<file path="src/design/ptqs_pkg.sv">
// ----------------------------------------------------------------------------
// ptqs_pkg
// Shared types and constants of the policy task queue selector.
// ----------------------------------------------------------------------------
package ptqs_pkg;

  // queue geometry
  localparam int QUEUE_DEPTH = 16;
  localparam int ADDR_W      = $clog2(QUEUE_DEPTH);
  localparam int CNT_W       = $clog2(QUEUE_DEPTH + 1);

  // field widths
  localparam int ID_W   = 16;
  localparam int PRIO_W = 2;
  localparam int DL_W   = 32;
  localparam int POL_W  = 2;
  localparam int OCC_W  = 5;

  typedef enum logic [0:0] {
    CMD_ENQ  = 1'b0,
    CMD_TAKE = 1'b1
  } command_t;

  typedef enum logic [POL_W-1:0] {
    POL_FIFO = 2'd0,
    POL_PRIO = 2'd1,
    POL_EDF  = 2'd2,
    POL_RR   = 2'd3
  } policy_t;

  typedef enum logic [1:0] {
    ST_ENQUEUED = 2'd0,
    ST_FULL     = 2'd1,
    ST_GIVEN    = 2'd2,
    ST_EMPTY    = 2'd3
  } status_t;

  typedef enum logic [1:0] {
    S_IDLE = 2'd0,
    S_SCAN = 2'd1,
    S_MOVE = 2'd2,
    S_DONE = 2'd3
  } seq_state_t;

  // one queued task
  typedef struct packed {
    logic [ID_W-1:0]   id;
    logic [PRIO_W-1:0] prio;
    logic [DL_W-1:0]   dl;
  } entry_t;

  localparam int ENTRY_W = $bits(entry_t);

  // one result item
  typedef struct packed {
    status_t           status;
    logic [ID_W-1:0]   task_id;
    logic [PRIO_W-1:0] prio;
    logic [DL_W-1:0]   dl;
    logic [OCC_W-1:0]  occupancy;
  } result_t;

  // store access from the sequencer
  typedef struct packed {
    logic              we;
    logic [ADDR_W-1:0] waddr;
    entry_t            wdata;
    logic [ADDR_W-1:0] raddr;
  } mem_req_t;

endpackage

</file>
<file path="src/design/ptqs_in_if.sv">
// ----------------------------------------------------------------------------
// ptqs_in_if
// Command channel: valid/ready handshake with one command item.
// ----------------------------------------------------------------------------
interface ptqs_in_if;
  logic                          valid;
  logic                          ready;
  ptqs_pkg::command_t            command;
  logic [ptqs_pkg::ID_W-1:0]     task_id;
  logic [ptqs_pkg::PRIO_W-1:0]   priority_req;
  logic [ptqs_pkg::DL_W-1:0]     deadline;

  modport source (output valid, command, task_id, priority_req, deadline, input ready);
  modport sink   (input valid, command, task_id, priority_req, deadline, output ready);
endinterface

</file>
<file path="src/design/ptqs_out_if.sv">
// ----------------------------------------------------------------------------
// ptqs_out_if
// Result channel: valid/ready handshake with one result item.
// ----------------------------------------------------------------------------
interface ptqs_out_if;
  logic                          valid;
  logic                          ready;
  ptqs_pkg::status_t             status;
  logic [ptqs_pkg::ID_W-1:0]     out_task_id;
  logic [ptqs_pkg::PRIO_W-1:0]   out_priority;
  logic [ptqs_pkg::DL_W-1:0]     out_deadline;
  logic [ptqs_pkg::OCC_W-1:0]    occupancy;

  modport source (output valid, status, out_task_id, out_priority, out_deadline, occupancy,
                  input ready);
  modport sink   (input valid, status, out_task_id, out_priority, out_deadline, occupancy,
                  output ready);
endinterface

</file>
<file path="src/design/ptqs_ram.sv">
// ----------------------------------------------------------------------------
// ptqs_ram
// Simple dual-port RAM: one write port, one read port, registered read data.
// ----------------------------------------------------------------------------
module ptqs_ram #(
  parameter  int DEPTH = 16,
  parameter  int WIDTH = 50,
  localparam int AW    = $clog2(DEPTH)
) (
  input  logic             clk,
  input  logic             we,
  input  logic [AW-1:0]    waddr,
  input  logic [WIDTH-1:0] wdata,
  input  logic [AW-1:0]    raddr,
  output logic [WIDTH-1:0] rdata
);

  logic [WIDTH-1:0] mem [DEPTH];

  // write port
  always_ff @(posedge clk) begin
    if (we) begin
      mem[waddr] <= wdata;
    end
  end

  // read port, registered read data
  always_ff @(posedge clk) begin
    rdata <= mem[raddr];
  end

endmodule

</file>
<file path="src/design/ptqs_seq.sv">
// ----------------------------------------------------------------------------
// ptqs_seq
// Command sequencer: appends tasks, scans the store for the policy's pick,
// then closes the gap by moving the later entries down one place.
// ----------------------------------------------------------------------------
module ptqs_seq (
  input  logic                clk,
  input  logic                rst,
  input  ptqs_pkg::policy_t   policy,
  ptqs_in_if.sink             in_ch,
  input  logic                res_take,
  output logic                res_valid,
  output ptqs_pkg::result_t   res,
  output ptqs_pkg::mem_req_t  mem_req,
  input  ptqs_pkg::entry_t    rd_data
);

  localparam int CW = ptqs_pkg::CNT_W;
  localparam int AW = ptqs_pkg::ADDR_W;
  localparam int OW = ptqs_pkg::OCC_W;

  ptqs_pkg::seq_state_t state, state_next;
  logic [CW-1:0]        count;
  logic [CW-1:0]        ri;      // next store address to read
  logic [AW-1:0]        di;      // address of the data now on rd_data
  logic                 dv;      // rd_data carries a requested entry
  logic [AW-1:0]        pick, pick_next;
  ptqs_pkg::entry_t     best, best_next;

  logic accept, is_take, is_full, is_empty, issue, reads_done, better;

  assign accept     = in_ch.valid & in_ch.ready;
  assign is_take    = (in_ch.command == ptqs_pkg::CMD_TAKE);
  assign is_full    = (count == CW'(ptqs_pkg::QUEUE_DEPTH));
  assign is_empty   = (count == '0);
  assign reads_done = (ri >= count);
  assign issue      = ((state == ptqs_pkg::S_SCAN) || (state == ptqs_pkg::S_MOVE))
                      && !reads_done;

  // next state
  always_comb begin
    state_next = state;
    case (state)
      ptqs_pkg::S_IDLE: begin
        if (accept) begin
          state_next = (is_take && !is_empty) ? ptqs_pkg::S_SCAN : ptqs_pkg::S_DONE;
        end
      end
      ptqs_pkg::S_SCAN: begin
        if (reads_done) begin
          state_next = ptqs_pkg::S_MOVE;
        end
      end
      ptqs_pkg::S_MOVE: begin
        if (reads_done) begin
          state_next = ptqs_pkg::S_DONE;
        end
      end
      ptqs_pkg::S_DONE: begin
        if (res_take) begin
          state_next = ptqs_pkg::S_IDLE;
        end
      end
      default: state_next = ptqs_pkg::S_IDLE;
    endcase
  end

  // outputs and store access; ready is high throughout idle
  always_comb begin
    in_ch.ready     = (state == ptqs_pkg::S_IDLE);
    res_valid       = (state == ptqs_pkg::S_DONE);
    mem_req.we      = 1'b0;
    mem_req.waddr   = count[AW-1:0];
    mem_req.wdata   = rd_data;
    mem_req.raddr   = ri[AW-1:0];
    case (state)
      ptqs_pkg::S_IDLE: begin
        mem_req.raddr      = '0;
        mem_req.wdata.id   = in_ch.task_id;
        mem_req.wdata.prio = in_ch.priority_req;
        mem_req.wdata.dl   = in_ch.deadline;
        mem_req.we         = in_ch.valid && !is_take && !is_full;
      end
      ptqs_pkg::S_MOVE: begin
        mem_req.waddr = di - AW'(1);
        mem_req.we    = dv;
      end
      default: ;
    endcase
  end

  // running choice over the scan; ties keep the earlier entry
  always_comb begin
    case (policy)
      ptqs_pkg::POL_PRIO: better = (rd_data.prio > best.prio);
      ptqs_pkg::POL_EDF:  better = (rd_data.dl < best.dl);
      default:            better = 1'b0;
    endcase
    pick_next = pick;
    best_next = best;
    if (state == ptqs_pkg::S_SCAN && dv && ((di == '0) || better)) begin
      pick_next = di;
      best_next = rd_data;
    end
  end

  // control registers
  always_ff @(posedge clk) begin
    if (rst) begin
      state <= ptqs_pkg::S_IDLE;
      count <= '0;
      dv    <= 1'b0;
    end else begin
      state <= state_next;
      dv    <= issue || (accept && is_take && !is_empty);
      if (accept && !is_take && !is_full) begin
        count <= count + CW'(1);
      end else if (state == ptqs_pkg::S_MOVE && reads_done) begin
        count <= count - CW'(1);
      end
    end
  end

  // read pointers, choice and result
  always_ff @(posedge clk) begin
    pick <= pick_next;
    best <= best_next;
    if (accept) begin
      ri <= CW'(1);
      di <= '0;
    end else if (state == ptqs_pkg::S_SCAN && reads_done) begin
      ri <= CW'(pick_next) + CW'(1);
    end else if (issue) begin
      ri <= ri + CW'(1);
      di <= ri[AW-1:0];
    end

    if (accept) begin
      res.task_id   <= '0;
      res.prio      <= '0;
      res.dl        <= '0;
      res.occupancy <= OW'(count);
      if (is_take) begin
        res.status <= ptqs_pkg::ST_EMPTY;
      end else if (is_full) begin
        res.status <= ptqs_pkg::ST_FULL;
      end else begin
        res.status    <= ptqs_pkg::ST_ENQUEUED;
        res.occupancy <= OW'(count + CW'(1));
      end
    end else if (state == ptqs_pkg::S_MOVE && reads_done) begin
      res.status    <= ptqs_pkg::ST_GIVEN;
      res.task_id   <= best.id;
      res.prio      <= best.prio;
      res.dl        <= best.dl;
      res.occupancy <= OW'(count - CW'(1));
    end
  end

  // checks
  a_count_bound: assert property (@(posedge clk) disable iff (rst)
    count <= CW'(ptqs_pkg::QUEUE_DEPTH))
    else $error("queue count above depth");

  a_write_in_range: assert property (@(posedge clk) disable iff (rst)
    (state == ptqs_pkg::S_MOVE && mem_req.we) |-> (CW'(mem_req.waddr) < count))
    else $error("compaction write beyond the queued entries");

  a_take_shrinks: assert property (@(posedge clk) disable iff (rst)
    (state == ptqs_pkg::S_MOVE && reads_done) |=> (count == $past(count) - CW'(1)))
    else $error("take did not remove exactly one entry");

  a_enq_grows: assert property (@(posedge clk) disable iff (rst)
    (accept && !is_take && !is_full) |=> (count == $past(count) + CW'(1)))
    else $error("enqueue did not add exactly one entry");

  a_take_pick_valid: assert property (@(posedge clk) disable iff (rst)
    (state == ptqs_pkg::S_SCAN && reads_done) |=> (CW'(pick) < count))
    else $error("chosen entry outside the queue");

endmodule

</file>
<file path="src/design/policy_task_queue_selector.sv">
// ----------------------------------------------------------------------------
// policy_task_queue_selector
// Ordered task queue with a policy-selected take (fifo, priority, deadline;
// round robin takes like fifo).
//
// Commands arrive on in_ch (valid/ready); each gives exactly one result item
// on out_ch (valid/ready). An enqueue appends the task at the tail or reports
// the queue full; a take removes the chosen task and reports it, or reports
// the queue empty. The remaining tasks keep their order.
// An enqueue and a take on an empty queue are answered from idle without a
// scan. A take on n queued tasks scans the store for the chosen entry p, then
// closes the gap by moving the entries behind p down one place, then hands
// the result over. The scan and the move read the task RAM through its single
// read port, one entry at a time. One command is in flight at a time;
// in_ch.ready is high only while the sequencer is idle. A finished result
// sits in the output register; while out_ch stalls, the next command still
// runs and waits for the register to free. Reset (rst, synchronous) empties
// the queue and sets the policy to fifo. The user must write the policy
// through cfg_we/cfg_data only while no command is in flight; the block
// itself does not enforce this.
// ----------------------------------------------------------------------------
module policy_task_queue_selector (
  input  logic                       clk,
  input  logic                       rst,
  input  logic                       cfg_we,
  input  logic [ptqs_pkg::POL_W-1:0] cfg_data,
  ptqs_in_if.sink                    in_ch,
  ptqs_out_if.source                 out_ch
);

  ptqs_pkg::policy_t  policy;
  ptqs_pkg::result_t  res;
  ptqs_pkg::mem_req_t mem_req;
  logic [ptqs_pkg::ENTRY_W-1:0] rd_raw;
  logic res_valid, res_take;

  // policy register
  always_ff @(posedge clk) begin
    if (rst) begin
      policy <= ptqs_pkg::POL_FIFO;
    end else if (cfg_we) begin
      policy <= ptqs_pkg::policy_t'(cfg_data);
    end
  end

  // task store
  ptqs_ram #(
    .DEPTH (ptqs_pkg::QUEUE_DEPTH),
    .WIDTH (ptqs_pkg::ENTRY_W)
  ) u_ram (
    .clk   (clk),
    .we    (mem_req.we),
    .waddr (mem_req.waddr),
    .wdata (mem_req.wdata),
    .raddr (mem_req.raddr),
    .rdata (rd_raw)
  );

  ptqs_seq u_seq (
    .clk       (clk),
    .rst       (rst),
    .policy    (policy),
    .in_ch     (in_ch),
    .res_take  (res_take),
    .res_valid (res_valid),
    .res       (res),
    .mem_req   (mem_req),
    .rd_data   (ptqs_pkg::entry_t'(rd_raw))
  );

  // output register
  assign res_take = !out_ch.valid || out_ch.ready;

  always_ff @(posedge clk) begin
    if (rst) begin
      out_ch.valid <= 1'b0;
    end else if (res_take) begin
      out_ch.valid <= res_valid;
    end
  end

  always_ff @(posedge clk) begin
    if (res_take && res_valid) begin
      out_ch.status       <= res.status;
      out_ch.out_task_id  <= res.task_id;
      out_ch.out_priority <= res.prio;
      out_ch.out_deadline <= res.dl;
      out_ch.occupancy    <= res.occupancy;
    end
  end

endmodule
</file>
<file path="src/flat_wrapper.sv">
// flat-port wrapper written by rule: the top's interface ports become plain ports
module policy_task_queue_selector_flat 
  (clk, rst, cfg_we, cfg_data, in_ch_valid, in_ch_command, in_ch_task_id, in_ch_priority_req, in_ch_deadline, in_ch_ready, out_ch_valid, out_ch_status, out_ch_out_task_id, out_ch_out_priority, out_ch_out_deadline, out_ch_occupancy, out_ch_ready);
  ptqs_in_if in_ch_i ();
  ptqs_out_if out_ch_i ();
  input  logic clk;
  input  logic rst;
  input  logic cfg_we;
  input  logic [ptqs_pkg::POL_W-1:0] cfg_data;
  input wire logic [$bits(in_ch_i.valid)-1:0] in_ch_valid;
  input wire logic [$bits(in_ch_i.command)-1:0] in_ch_command;
  input wire logic [$bits(in_ch_i.task_id)-1:0] in_ch_task_id;
  input wire logic [$bits(in_ch_i.priority_req)-1:0] in_ch_priority_req;
  input wire logic [$bits(in_ch_i.deadline)-1:0] in_ch_deadline;
  output wire logic [$bits(in_ch_i.ready)-1:0] in_ch_ready;
  output wire logic [$bits(out_ch_i.valid)-1:0] out_ch_valid;
  output wire logic [$bits(out_ch_i.status)-1:0] out_ch_status;
  output wire logic [$bits(out_ch_i.out_task_id)-1:0] out_ch_out_task_id;
  output wire logic [$bits(out_ch_i.out_priority)-1:0] out_ch_out_priority;
  output wire logic [$bits(out_ch_i.out_deadline)-1:0] out_ch_out_deadline;
  output wire logic [$bits(out_ch_i.occupancy)-1:0] out_ch_occupancy;
  input wire logic [$bits(out_ch_i.ready)-1:0] out_ch_ready;
  assign in_ch_i.valid = in_ch_valid;
  assign in_ch_i.command = in_ch_command;
  assign in_ch_i.task_id = in_ch_task_id;
  assign in_ch_i.priority_req = in_ch_priority_req;
  assign in_ch_i.deadline = in_ch_deadline;
  assign in_ch_ready = in_ch_i.ready;
  assign out_ch_valid = out_ch_i.valid;
  assign out_ch_status = out_ch_i.status;
  assign out_ch_out_task_id = out_ch_i.out_task_id;
  assign out_ch_out_priority = out_ch_i.out_priority;
  assign out_ch_out_deadline = out_ch_i.out_deadline;
  assign out_ch_occupancy = out_ch_i.occupancy;
  assign out_ch_i.ready = out_ch_ready;
  policy_task_queue_selector u_core (.clk(clk), .rst(rst), .cfg_we(cfg_we), .cfg_data(cfg_data), .in_ch(in_ch_i), .out_ch(out_ch_i));
endmodule
</file>
<file path="config.mk">
export PLATFORM = sky130hd
export DESIGN_NAME = policy_task_queue_selector_flat
export DESIGN_NICKNAME = d
export VERILOG_FILES = /design/src/design/ptqs_pkg.sv /design/src/design/ptqs_in_if.sv /design/src/design/ptqs_out_if.sv /design/src/design/ptqs_ram.sv /design/src/design/ptqs_seq.sv /design/src/design/policy_task_queue_selector.sv /design/src/flat_wrapper.sv
export SDC_FILE = /design/constraint.sdc
export NUM_CORES = 1
export LEC_CHECK = 0
export ABC_CLOCK_PERIOD_IN_PS = 4800
export BUFFER_PORTS_ARGS = -buffer_cell sky130_fd_sc_hd__buf_2
export CELL_PAD_IN_SITES_DETAIL_PLACEMENT = 1
export CELL_PAD_IN_SITES_GLOBAL_PLACEMENT = 2
export CORE_ASPECT_RATIO = 0.7
export CORE_MARGIN = 2
export CORE_UTILIZATION = 35
export DETAILED_ROUTE_END_ITERATION = 7
export PLACE_DENSITY = 0.67
export RECOVER_POWER = 25
export SETUP_SLACK_MARGIN = 0.1
export SLEW_MARGIN = 20
export SYNTH_ARGS = -nofsm -noshare
export SYNTH_HDL_FRONTEND = slang
export SYNTH_SLANG_ARGS = --single-unit
</file>
<file path="constraint.sdc">
create_clock -name clk -period 4.8 [get_ports clk]
set_input_delay 0 -clock clk [delete_from_list [all_inputs] [get_ports clk]]
set_output_delay 0 -clock clk [all_outputs]
set_load 0.02 [all_outputs]
</file>
==> metrics <==
H-tree depth 3; post_cts resized 0; final estimated routing congestion in global placement 0.795; reg2reg path depth 7; final slew viol count 30; Yosys Warn Count 0; drt total wl approximately 120000 um; status complete, but fails checks; Worst IR Drop VDD between 0.4 and 0.5 mV; TritonCTS clock tree done; Static Leakage 0.0158 uW; DR vias/cell roughly 5.4; GR Overflow Total 0; # clock sinks approximately 1000; commonest cells after routing, fill and taps aside 914 x edfxtp_1, 344 x nand2_1, 236 x a21oi_1, 180 x mux2_2, 121 x dfxtp_1; PwrDens roughly 640 nW/um2; violated checks capacitance limit, slew limit; Clock Tree Buf Depth 3; # IOs ~120; Flop pwr share 0.428; Synth cell types 50; final setup TNS 0 ns; NetSw approximately 11000 uW; core area approximately 120000 um2; port bufs approximately 120; Cells after Synth 2755; global-route usage over all layers 0.195; Hold Crit Depth 2; placed cells 4308; DRC 0; mean area per synthesized cell between 10 and 15 um2; Post-CTS Setup Repair Bufs 0; ant diodes 0; Max-slew headroom -0.613; wire per inst about 26 um; HPWL after DPL slightly above 70000 um; Min-Delay Path Class primary input to flop; CP Data Arrival Time between 4 and 5 ns; antenna-violating nets left 0; Clock Skew 0.0283 ns; critical path peak fanout about 140; row cnt 104; final worst path period share 0.834; Core Util, Final 0.411; top_reg_cell synth edfxtp_1; Comb pwr share 0.309; Die H approximately 290 um; RSZ-0062 raised after global routing no; Seq/Total Area, Yosys 0.733; CTS Root Cell clkbuf_16; commonest non-fill, non-tap cell in the layout edfxtp_1; DRT iter0 DRCs ~2300; first-pass GRT wire length 172000 um; CP startpoint kind flop; Sw Ratio 0.359; fraction of registers with async set/reset 0; Max Clk Rate around 250 MHz; Net count, final 3044; initial antenna violation count 10; Post-Syn Nets around 2900; TritonCTS buffer count about 100; setup violators final 0; clock latency at the later pin of the worst-skew pair roughly 0.7 ns; Critical Path Sink Type flop; Vias ~24000; Pre-antenna DRT Iters 5; internal cell power just under 20000 uW; EDFF count, synth around 900; share of cells above drive strength 1 0.164; kind of critical path flop to flop; Max Cap Viol 1; final hold violations 0; largest net degree at the start of global routing roughly 140; Final min period between 4 and 5 ns; synthesized flop and latch total just over 1000; CTS clk-pin slew, worst paths 0.06 ns; Die ar. roughly 120000 um2; Starting Density 0.354; Cell Count, Final, Fillers Out approximately 4600; Worst-Margin Slew 2.41 ns; area grow syn2layout 16.0%; Die X 412 um; Critical Path RT around 5.3 ns; Clock power frac 0.263; cell area after synthesis a little over 40000 um2; Fin Hold WS around 0.17 ns; vias in the first global route around 26000
-- power by group through the flow --
stage                     clock network [uW]  registers, uW  logic [uW]
after floorplan                            0          12800        5830
after global placement                     0          13200        9220
after detailed placement                   0          13200        9510
after CTS                               8210          13100        9600
after global routing                    8540          13200       10300
final                                   8030          13100        9450
-- area by class of cell --
class	count	area, um2
Tap cell	1537	1920
Clock buffer	144	2880
Timing Repair Buffer	249	1780
Fill cell	11600	67900
Inverter	54	203
Multi-Input combinational cell	1490	10200
Sequential cell	1038	29900
Clock inverter	49	430
-- kinds of logic after synthesis --
logic type,count (synthesis),share of synthesized area
compound gates,638,0.0977
xor+xnor,9,0.00193
fa+ha+maj,49,0.0150
buf+inv,227,0.0214
flops,1038,0.733
mux,304,0.0808
simple gates,490,0.0503
-- registers in the layout, summed over array words and instances, names as in the netlist, 5 cells and up --
name and flops:
u_core.u_ram.mem 800, u_core.u_seq.res 57, u_core.u_ram.rdata 50, u_core.u_seq.best 50, u_core.out_ch.out_deadline 32, u_core.out_ch.out_task_id 16, u_core.out_ch.occupancy 5, u_core.u_seq.count 5
u_core.u_seq.ri 5
-- layer usage --
layer,up-vias,global-route usage,share of wire
met5,-,0,0
met1,12700,0.294,0.48
li1,10900,-,-
met3,132,0.0388,0.067
met4,0,0.0420,0.017
met2,700,0.289,0.43
-- worst max-delay path, stage by stage (launching register included) --
cell and delay, ns:
dfxtp_1 0.35, inv_1 0.13, ha_4 0.47, buf_12 0.59, nand2b_4 0.78, buf_12 0.31
a211oi_1 0.08, o31ai_1 0.86
-- path summary, 6_finish.rpt --
kind / from / end / slack [ns]
min reg2reg: u_core.u_seq.res[56] / u_core.out_ch.status[1] / 0.42
max: u_core.u_seq.state[0] / u_core.u_ram.rdata[21] / 0.80
max reg2reg: u_core.u_seq.state[0] / u_core.u_ram.rdata[21] / 0.80
min: in_ch_deadline[21] / u_core.u_ram.mem[3][21] / 0.17
-- cells in the mapped netlist, types with 9 or more instances --
cell type  number  area [um2]
nand2_1       345        1290
mux2_2        200        2250
edfxtp_1      914       27400
xnor2_1         9        78.8
a22oi_1        51         383
clkbuf_1      142         533
dfxtp_1       124        2480
o21ai_0       116         581
inv_1          53         199
a21oi_1       236        1180
o221ai_1       52         455
buf_1          27         101
nor2_1         50         188
mux2i_1       103        1030
ha_1           49         613
nand3_1        55         275
a211oi_1      107         803
o31ai_1        50         375
-- metrics by stage --
step                instance area, um2  setup slack [ns]  power, uW
detailed placement               43600             0.884      22800
CTS                              47500             0.840      30900
global route                     47400             0.603      32000
global placement                 43600             0.937      22400
finish                           47400             0.799      30600
floorplan                        40800             0.135      18600
-- repair_timing --
action | CTS | global route
endpoints found under the hold margin | 774 | 0
endpoints found under the setup margin | 0 | 0
hold buffers | 60 | 0
(Power assumes the default switching activity.)
